<file path="config.mk">
export PLATFORM = sky130hd
export DESIGN_NAME = smeu_slot_mem
export DESIGN_NICKNAME = d
export VERILOG_FILES = /design/src/design/smeu_slot_mem.sv
export SDC_FILE = /design/constraint.sdc
export NUM_CORES = 2
export LEC_CHECK = 0
export BUFFER_PORTS_ARGS = -buffer_cell sky130_fd_sc_hd__buf_2
export CAP_MARGIN = 5
export CORE_AREA = 5 5 523 525
export CTS_CLUSTER_SIZE = 14
export DETAILED_ROUTE_END_ITERATION = 8
export DIE_AREA = 0 0 528 530
export GPL_TIMING_DRIVEN = 1
export PLACE_DENSITY_LB_ADDON = 0.3
export REMOVE_ABC_BUFFERS = 1
export SLEW_MARGIN = 20
export SYNTH_ARGS = -nofsm -noshare
export SYNTH_HDL_FRONTEND = slang
export SYNTH_SLANG_ARGS = --single-unit
</file>
<file path="constraint.sdc">
create_clock -name clk -period 2.45 [get_ports clk]
set_input_delay 0 -clock clk [delete_from_list [all_inputs] [get_ports clk]]
set_output_delay 0 -clock clk [all_outputs]
set_load 0.01 [all_outputs]
</file>
<file path="src/design/smeu_slot_mem.sv">
// ----------------------------------------------------------------------------
// smeu_slot_mem
// Slot file storage with per-entry valid bits; unwritten entries read zero.
// ----------------------------------------------------------------------------
`default_nettype none

module smeu_slot_mem #(
    parameter int DEPTH = 64,
    parameter int AW    = 6
) (
    input  logic          clk,
    input  logic          rst_n,
    input  logic          re,
    input  logic [AW-1:0] ra,
    output logic [63:0]   rd,
    input  logic          we,
    input  logic [AW-1:0] wa,
    input  logic [63:0]   wd
);
    logic [63:0]    mem [DEPTH];
    logic [DEPTH-1:0] vld_reg;
    logic [63:0]    rd_reg;
    logic           rvld_reg;

    always_ff @(posedge clk)
    begin
        if (we)
        begin
            mem[wa] <= wd;
        end
        if (re)
        begin
            rd_reg <= mem[ra];
        end
    end

    always_ff @(posedge clk or negedge rst_n)
    begin
        if (!rst_n)
        begin
            vld_reg  <= '0;
            rvld_reg <= 1'b0;
        end
        else
        begin
            if (we)
            begin
                vld_reg[wa] <= 1'b1;
            end
            if (re)
            begin
                rvld_reg <= vld_reg[ra];
            end
        end
    end

    assign rd = rvld_reg ? rd_reg : 64'd0;

endmodule

`default_nettype wire

</file>
==> results_dict.tcl <==
set metrics [dict create \
    fmax_mhz 413 \
    largest_reg_flops 4096 \
    power_leakage_nw 59.2 \
    finalClockSkew_ns 0.0437 \
    synth_seq_cells 4225 \
    track_usage_pct 32.5 \
    synthTopCellsByArea "edfxtp_1 78%, mux4_2 18%, dfrtp_1 1.0%" \
    ios 144 \
    hpwl_mm 235 \
    start_util_pct 59.4 \
    dp_slack_ns -0.148 \
    arrival_ns 3.10 \
    reg2reg_depth 5 \
    drc 0 \
    setup_violations 0 \
    antenna_found_initial 17 \
    path_clk_slew_ns 0.06 \
    crit_type "flip-flop to flip-flop" \
    route.met3.wl_mm 59.6 \
    root_buffer "clkbuf_16" \
    detail-route-antenna-nets 0 \
    stdcell_count 11100 \
    synth_top_area_share_pct 78.2 \
    hp-class "input port to flip-flop" \
    grt_pass1_vias 81100 \
    gp_congestion 0.808 \
    ys_types 29 \
    die-area_sq_um 280000 \
    fin_crit_ns 2.42 \
    yosysSeqAreaShare_pct 79.2 \
    syn2layout_area_growth_pct 16.5 \
    final-hold-violation-count 0 \
    grt_setup_unrepaired "no" \
    hold_path_depth 5 \
    yosys_warnings 0 \
    drive_above_1_share_pct 36.2 \
    synth_common_cells "4160 x edfxtp_1, 1289 x mux4_2, 182 x clkbuf_1" \
    worst_setup_path_end_kind "flip-flop" \
    relSlewSlack_pct 24.5 \
    critPathMaxFanout 1 \
    slew_violations 0 \
    first_pass_iters 6 \
    critical_path_depth 5 \
    crit_chain "mux4_2 -> mux4_2 -> a22oi_1 -> dlygate4sd3_1 -> nand2_1" \
    peakVddDrop_v 0.000666 \
    dieHeight_um 530 \
    wire_per_inst_um 40.5 \
    p_per_area_nw_per_um2 819 \
    tritoncts "done" \
    grt_pass1_wl_mm 631 \
    period_share_pct 98.8 \
    synthCells 6310 \
    portBuffers 143 \
    syn_area_per_cell_sq_um 25.3 \
    grt_overflow 0 \
    async_flop_share_pct 1.54 \
    p_total_mw 152 \
    worst_slew_pin_slew_ns 1.13 \
    yosysTopAreaCell "edfxtp_1" \
    critPathMaxStageDelay_ns 0.57 \
    crit_family "multiplexers" \
    dp.cells 10300 \
    mappedNetlistArea_sq_um 160000 \
    clock_latency_ns 0.91 \
    wl_met2_mm 218 \
    drt-total-wl_mm 450 \
    cp-start-kind "flip-flop" \
    grt_max_degree 65 \
    htreeDepth 5 \
    vias 79100 \
    route.top_layer_used "met5" \
    synth_edf_count 4160 \
    endpoint "rd_reg[7]" \
    reg2reg_from "mem[48][7]" \
    post-synth-top-count-cell "edfxtp_1" \
    crit_start "mem[48][7]" \
    setup_ws_ns 0.0296 \
    reg2reg_to "rd_reg[7]" \
    wl_met1_mm 147 \
    fp.dieW_um 528 \
    tritoncts.num_buffers 411 \
    cp_num_buf_inv 1 \
    vias_per_cell 7.12 \
    critPathRequiredTime_ns 3.13 \
    status "completed" \
    cp_slowest_cell "dlygate4sd3_1" \
    clk_path_buf_depth 4 \
    drt_iter0_drc 13100 \
    cts.sinks 4225 \
    core_sq_um 269000 \
    fin_nets 7259 \
    synth_ff_type "edfxtp_1" \
    cp_common_cell "mux4_2" \
    rows 191 \
    cap_violations 0 \
    reg2reg_slack_ns 0.03 \
]
==> cell families after synthesis <==
logic type	after synthesis	share of synthesized area (%)
mux	1309	18.3
flops	4225	79.2
simple gates	300	0.948
buf+inv	337	0.900
compound gates	139	0.653
==> report_power, final <==
| part | switching, mW | total, mW | leakage (nW) | internal, mW |
|---|---|---|---|---|
| sequential | 0.354 | 80.6 | 38.3 | 80.2 |
| clock | 27.2 | 64.0 | 6.61 | 36.8 |
| combinational | 4.25 | 7.77 | 14.3 | 3.51 |
| total | 31.8 | 152 | 59.2 | 121 |
==> worst min-delay path by stage <==
stage | from | to
after floorplan | rst_n | rvld_reg
after global placement | rst_n | vld_reg[63]
after CTS | ra[5] | rd_reg[40]
after detailed placement | rst_n | vld_reg[59]
final | ra[5] | rd_reg[40]
after global routing | re | rd_reg[32]
==> through the flow <==
| step | util (%) | area (sq um) | hold WS, ns | TNS, ns |
|---|---|---|---|---|
| 2_1_floorplan | - | 158000 | -0.296 | -5077.32 |
| 3_3_place_gp | 63.9 | 172000 | 0.0755 | -1.59 |
| 3_5_place_dp | 63.9 | 172000 | 0.107 | -2.04 |
| 4_1_cts | 69.2 | 186000 | 0.0332 | 0 |
| 5_1_grt | 69.2 | 186000 | 0.103 | 0 |
| 6_report | 69.2 | 186000 | 0.0885 | 0 |
==> cell usage in the layout (no fill, tap or decap), types with 65 or more instances in the layout <==
| master | Yosys | layout |
|---|---|---|
| or2_2 | 65 | 65 |
| buf_4 | 1 | 294 |
| dlygate4sd3_1 | 0 | 82 |
| clkbuf_1 | 182 | 71 |
| mux4_2 | 1289 | 1289 |
| clkinv_1 | 0 | 91 |
| clkbuf_16 | 0 | 419 |
| edfxtp_1 | 4160 | 4160 |
| buf_2 | 111 | 135 |
| buf_12 | 0 | 274 |
| clkinv_2 | 0 | 84 |
| a22oi_1 | 132 | 132 |
| nand2_1 | 74 | 74 |
==> layout make-up <==
class / count / area, sq um
well taps: 3570 / 4470
diodes: 15 / 37.5
inverters: 3 / 11.3
repair buffers: 790 / 9260
multi-input cells: 1748 / 32300
clock buffers: 494 / 10800
flip-flops and latches: 4225 / 127000
clock inverters: 263 / 2710
fillers: 15100 / 82700
==> worst register-to-register path: stages, from the launching register on <==
cell and delay [ns]:
edfxtp_1 0.40, mux4_2 0.49, mux4_2 0.47, a22oi_1 0.20
dlygate4sd3_1 0.57, nand2_1 0.04
==> layer usage <==
metal | vias to the layer above | global-route usage, %
met3 | 1307 | 7.29
met4 | 2 | 15.0
li1 | 29300 | -
met1 | 41700 | 44.1
met5 | - | 0.0342
met2 | 6865 | 51.6
==> what timing repair did <==
item / 4_1_cts / 5_1_grt
setup endpoints to repair: 0 / 1
hold buffers: 83 / 0
resized for setup: 0 / 1
hold endpoints to repair: 4635 / 0
buffers inserted: 0 / 0
No activity file was read; power rests on OpenSTA's default activity.
