`src/design/smeu_pkg.sv`:
```
// ----------------------------------------------------------------------------
// smeu_pkg
// Opcodes, status codes and state types of the stack machine execute unit.
// ----------------------------------------------------------------------------
`default_nettype none

package smeu_pkg;

    localparam logic [5:0] OP_PUSH     = 6'd0;
    localparam logic [5:0] OP_POP      = 6'd1;
    localparam logic [5:0] OP_STORE    = 6'd2;
    localparam logic [5:0] OP_LOAD     = 6'd3;
    localparam logic [5:0] OP_DUP      = 6'd4;
    localparam logic [5:0] OP_SWAP     = 6'd5;
    localparam logic [5:0] OP_ADD      = 6'd6;
    localparam logic [5:0] OP_SUB      = 6'd7;
    localparam logic [5:0] OP_MUL      = 6'd8;
    localparam logic [5:0] OP_DIV      = 6'd9;
    localparam logic [5:0] OP_MOD      = 6'd10;
    localparam logic [5:0] OP_INC      = 6'd11;
    localparam logic [5:0] OP_DEC      = 6'd12;
    localparam logic [5:0] OP_AND      = 6'd13;
    localparam logic [5:0] OP_OR       = 6'd14;
    localparam logic [5:0] OP_XOR      = 6'd15;
    localparam logic [5:0] OP_NOT      = 6'd16;
    localparam logic [5:0] OP_SHL      = 6'd17;
    localparam logic [5:0] OP_SHR      = 6'd18;
    localparam logic [5:0] OP_EQ       = 6'd19;
    localparam logic [5:0] OP_NE       = 6'd20;
    localparam logic [5:0] OP_GT       = 6'd21;
    localparam logic [5:0] OP_NGT      = 6'd22;
    localparam logic [5:0] OP_LT       = 6'd23;
    localparam logic [5:0] OP_NLT      = 6'd24;
    localparam logic [5:0] OP_GE       = 6'd25;
    localparam logic [5:0] OP_NGE      = 6'd26;
    localparam logic [5:0] OP_LE       = 6'd27;
    localparam logic [5:0] OP_NLE      = 6'd28;
    localparam logic [5:0] OP_JMPIF    = 6'd32;
    localparam logic [5:0] OP_JMPIFNOT = 6'd33;
    localparam logic [5:0] OP_SYS      = 6'd34;

    localparam logic [1:0] AUX_RET   = 2'd0;
    localparam logic [1:0] AUX_HALT  = 2'd1;
    localparam logic [1:0] AUX_PRINT = 2'd2;

    localparam logic [3:0] ST_OK         = 4'd0;
    localparam logic [3:0] ST_STK_FULL   = 4'd1;
    localparam logic [3:0] ST_STK_EMPTY  = 4'd2;
    localparam logic [3:0] ST_FEW_OPS    = 4'd3;
    localparam logic [3:0] ST_SLOT_FULL  = 4'd4;
    localparam logic [3:0] ST_SLOT_EMPTY = 4'd5;
    localparam logic [3:0] ST_UNIMPL     = 4'd6;
    localparam logic [3:0] ST_DIV_ZERO   = 4'd7;
    localparam logic [3:0] ST_BAD_SLOT   = 4'd8;

    typedef enum logic [1:0] {
        MD_MUL,
        MD_DIV,
        MD_MOD
    } md_kind_t;

    typedef enum logic [1:0] {
        S_IDLE,
        S_EXEC,
        S_ARITH,
        S_SWAP
    } state_t;

endpackage

`default_nettype wire

```
`src/design/smeu_muldiv.sv`:
```
// ----------------------------------------------------------------------------
// smeu_muldiv
// Iterative multiply (three 32x32 partial products) and signed divide /
// remainder (one quotient bit per cycle).
// ----------------------------------------------------------------------------
`default_nettype none

module smeu_muldiv (
    input  logic               clk,
    input  logic               rst_n,
    input  logic               start,
    input  smeu_pkg::md_kind_t kind,
    input  logic [63:0]        a,
    input  logic [63:0]        b,
    output logic               done,
    output logic [63:0]        result
);
    import smeu_pkg::*;

    md_kind_t    kind_reg;
    logic        busy_reg;
    logic        done_reg;
    logic [6:0]  step_reg;
    logic [63:0] acc_reg;
    logic [63:0] rem_reg;
    logic [63:0] x_reg;
    logic [63:0] y_reg;
    logic        neg_q_reg;
    logic        neg_r_reg;

    logic [31:0] mx;
    logic [31:0] my;
    logic [63:0] prod;
    logic [64:0] tmp;
    logic [64:0] diff;
    logic        last;

    always_comb
    begin
        case (step_reg[1:0])
            2'd0:    begin mx = x_reg[31:0];  my = y_reg[31:0];  end
            2'd1:    begin mx = x_reg[31:0];  my = y_reg[63:32]; end
            default: begin mx = x_reg[63:32]; my = y_reg[31:0];  end
        endcase
        prod = 64'(mx) * 64'(my);
        tmp  = {rem_reg, acc_reg[63]};
        diff = tmp - {1'b0, y_reg};
        last = (kind_reg == MD_MUL) ? (step_reg == 7'd2) : (step_reg == 7'd63);
    end

    always_ff @(posedge clk or negedge rst_n)
    begin
        if (!rst_n)
        begin
            busy_reg <= 1'b0;
            done_reg <= 1'b0;
            step_reg <= '0;
        end
        else if (start)
        begin
            busy_reg <= 1'b1;
            done_reg <= 1'b0;
            step_reg <= '0;
        end
        else if (busy_reg)
        begin
            step_reg <= step_reg + 7'd1;
            if (last)
            begin
                busy_reg <= 1'b0;
                done_reg <= 1'b1;
            end
        end
    end

    always_ff @(posedge clk)
    begin
        if (start)
        begin
            kind_reg  <= kind;
            neg_q_reg <= a[63] ^ b[63];
            neg_r_reg <= a[63];
            rem_reg   <= '0;
            if (kind == MD_MUL)
            begin
                x_reg   <= a;
                y_reg   <= b;
            end
            else
            begin
                acc_reg <= a[63] ? (~a + 64'd1) : a;
                y_reg   <= b[63] ? (~b + 64'd1) : b;
            end
        end
        else if (busy_reg)
        begin
            if (kind_reg == MD_MUL)
            begin
                if (step_reg == 7'd0)
                begin
                    acc_reg <= prod;
                end
                else
                begin
                    acc_reg <= acc_reg + {prod[31:0], 32'd0};
                end
            end
            else
            begin
                acc_reg <= {acc_reg[62:0], ~diff[64]};
                rem_reg <= diff[64] ? tmp[63:0] : diff[63:0];
            end
        end
    end

    always_comb
    begin
        case (kind_reg)
            MD_DIV:  result = neg_q_reg ? (~acc_reg + 64'd1) : acc_reg;
            MD_MOD:  result = neg_r_reg ? (~rem_reg + 64'd1) : rem_reg;
            default: result = acc_reg;
        endcase
    end

    assign done = done_reg;

endmodule

`default_nettype wire

```
`config.mk`:
```
export PLATFORM = sky130hd
export DESIGN_NAME = smeu_muldiv
export DESIGN_NICKNAME = d
export VERILOG_FILES = /design/src/design/smeu_pkg.sv /design/src/design/smeu_muldiv.sv
export SDC_FILE = /design/constraint.sdc
export NUM_CORES = 2
export LEC_CHECK = 0
export BUFFER_PORTS_ARGS = -buffer_cell sky130_fd_sc_hd__buf_2
export CAP_MARGIN = 20
export CORE_MARGIN = 5
export CORE_UTILIZATION = 35
export CTS_BUF_LIST = sky130_fd_sc_hd__clkbuf_2
export DETAILED_ROUTE_END_ITERATION = 10
export SYNTH_ARGS = -nofsm -noshare
export SYNTH_HDL_FRONTEND = slang
export SYNTH_SLANG_ARGS = --single-unit
```
`constraint.sdc`:
```
create_clock -name clk -period 10.7 [get_ports clk]
set_clock_uncertainty 0.1 [all_clocks]
set_input_delay 0.535 -clock clk [delete_from_list [all_inputs] [get_ports clk]]
set_output_delay 0.535 -clock clk [all_outputs]
set_load 0.05 [all_outputs]
```
==> qor.csv <==
stage;metric;value;unit
die;die_h;408;µm
layout;final_util;39.9;%
setup_path;critical_path_arrival;11.27;ns
min_path;min_path_type;primary input to flip-flop;
timing;rsz0062_at_grt;false;
synth;yosysWarnings;0;
synth;yosysTopAreaCell;fa_1;
timing;hold_violations;0;
placement;routabilityCongestion;1.00;
routing;wirelength;222000;µm
synth;synth.distinct_cells;86;
setup_path;start_kind;flip-flop;
min_path;min_to;x_reg[44];
clock_network;cts_tree;built;
placement;io_buffers;197;
setup_path;critPathKind;flip-flop to flip-flop;
placement;dpl.hpwl;181000;µm
global_routing;grt_pass1_wl;331000;µm
routing;num_vias;50790;
clock_network;cts.sinks;269;
flow_run;maxCapViolCount;0;
routing;drtIter0Drc;5389;
synth;ys_seq_area_share;13.3;%
setup_path;max_stage_delay;0.83;ns
global_routing;antenna_found_initial;17;
layout;areaGrowthSynthToFinish;13.6;%
outcome;status;completed;
global_routing;grt_max_degree;94;
timing;maxSlewHeadroom;25.1;%
die;io_pins;198;
timing;finalCritPeriodShare;97.2;%
routing;wl_per_cell;24.5;µm
clock_network;clk_latency;1.35;ns
routing;vias_per_cell;5.60;
global_routing;gr-total-overflow;0;
synth;netlist_area;55400;µm²
synth;synth_top_area_share;32.4;%
global_routing;grtUsageTotal;26.2;%
setup_path;cp.buffers_inverters;5;
clock_network;clockBufferDepth;3;
synth;syn_avg_cell_area;8.49;µm²
routing;drc;0;
die;die_area;166000;µm²
timing;clock.fmax;96.2;MHz
clock_network;htreeDepth;3;
setup_path;r2r-start;step_reg[0];
synth;synthTopCellsByCount;991 x nand2_1, 990 x inv_1, 898 x fa_1;
clock_network;clkTransAtPathRegs;0.11;ns
clock_network;cts_made_buffers;79;
setup_path;r2r-end;acc_reg[63];
setup_path;reg2reg_depth;31;
die;rows;146;
synth;synth_ff_type;edfxtp_1;
synth;netlist_instances;6524;
setup_path;critPathMostFrequentCell;fa_1;
die;fp.coreArea;158000;µm²
timing;setup_tns;0;ns
setup_path;crit_fanout;84;
synth;ys_seq_elements;269;
synth;synth-async-reset-ratio;3.35;%
timing;setup_viol;0;
timing;post-route-min-period;10.40;ns
layout;nNetsFinal;8315;
min_path;hp-start;a[44];
layout;layout-drive-gt1-share;9.14;%
min_path;worstHoldPathCells;2;
setup_path;r2r_setup_slack;0.30;ns
synth;synth.most_common_cell;nand2_1;
setup_path;crit_family;adder cells;
setup_path;crit_slowest_cell;o21a_1;
die;initial_core_util;35.1;%
die;dieWidth;408;µm
timing;drv_slew;0;
synth;syn_nets;7925;
timing;tightest_slew;1.09;ns
global_routing;grt_pass1_vias;50627;
synth;synth_edf_count;196;
setup_path;critPathRequiredTime;11.58;ns
routing;antenna_left;0;
clock_network;root_buffer;clkbuf_2;
setup_path;critPathCaptureType;flip-flop;
routing;detail_route.first_pass.iterations;6;
synth;synth_area_leaders;fa_1 32%, edfxtp_1 11%, ha_1 8.4%, nand2_1 6.7%, inv_1 6.7%;
how the worst max path moves through the flow:
stage                startpoint           to  slack (ns)  cells past startpoint
finish              step_reg[0]  acc_reg[63]        0.30                     31
global route        step_reg[0]  acc_reg[62]       0.008                     32
CTS                 step_reg[0]  acc_reg[63]        0.36                     33
detailed placement  step_reg[0]  acc_reg[63]        0.53                     33
global placement    step_reg[0]  acc_reg[62]        0.51                     34
floorplan           step_reg[0]  acc_reg[63]        0.45                     35
area by class of cell:
cell class / count / area, µm²
Inverter: 991 / 3720
Tap cell: 2072 / 2590
Clock inverter: 37 / 198
Multi-Input combinational cell: 4905 / 43200
Antenna cell: 12 / 30.0
Clock buffer: 109 / 546
Sequential cell: 269 / 7390
Fill cell: 16033 / 94900
Timing Repair Buffer: 668 / 5270
per-stage QoR:
| stage | cells | setup slack [ns] | area [µm²] | hold slack [ns] |
|---|---|---|---|---|
| after floorplan | 6524 | 0.454 | 55400 | 0.139 |
| after global placement | 8624 | 0.514 | 59300 | 0.298 |
| after detailed placement | 8624 | 0.531 | 59300 | 0.300 |
| after CTS | 9051 | 0.361 | 62900 | 0.00126 |
| after global routing | 9056 | 0.00782 | 62900 | 0.0151 |
| final | 9063 | 0.303 | 62900 | 0.138 |
worst reg2reg max path: cells and delay by family, from the launching register on:
family	cells	cell delay, ns
buffers and inverters	5	0.73
xor gates and xnor gates	2	0.63
AOI/OAI and AO/OA	11	3.09
DFF	1	0.54
and+or+nand+nor	2	0.31
adders and majority gates	11	4.67
cell usage in the layout, fill, tap and decap left out, types with 64 or more instances in the layout:
cell type        n
inv_1          990
a21oi_1        281
nor2_1         584
xor2_1         158
nand3_1         85
nand2_1        991
buf_2          196
a21o_1          93
dlygate4sd3_1  281
ha_1           367
fa_1           898
edfxtp_1       196
dfxtp_1         64
buf_4          187
clkbuf_2       109
nor3_1          93
xnor2_1        176
o21ai_0        231
o31ai_1        117
repair_timing:
action | 4_1_cts | 5_1_grt
hold buffers | 281 | 0
hold endpoints to repair | 280 | 0
buffers inserted | 0 | 0
setup endpoints to repair | 0 | 7
gates resized for setup | 0 | 7
routing by layer:
layer	GRT usage (%)	up-vias	part of all wire [%]	wire (µm)
met5	0	-	0.032	72
met4	12.4	10	6.1	13500
met3	6.15	524	10	22900
met2	39.8	2743	43	95600
met1	35.2	25415	41	90400
li1	-	22098	-	-
cell families after synthesis:
family / count (synthesis) / synth area share (%)
AOI/OAI and AO/OA: 1149 / 13.5
and+or+nand+nor: 2052 / 15.9
muxes: 101 / 1.90
buffers and inverters: 1350 / 9.20
DFF: 269 / 13.3
xor gates and xnor gates: 335 / 5.30
adders and majority gates: 1268 / 40.8
Power is left out: the tool's default activity adds up to more than one toggle a clock period on the data nets, which glitch-free logic cannot reach.
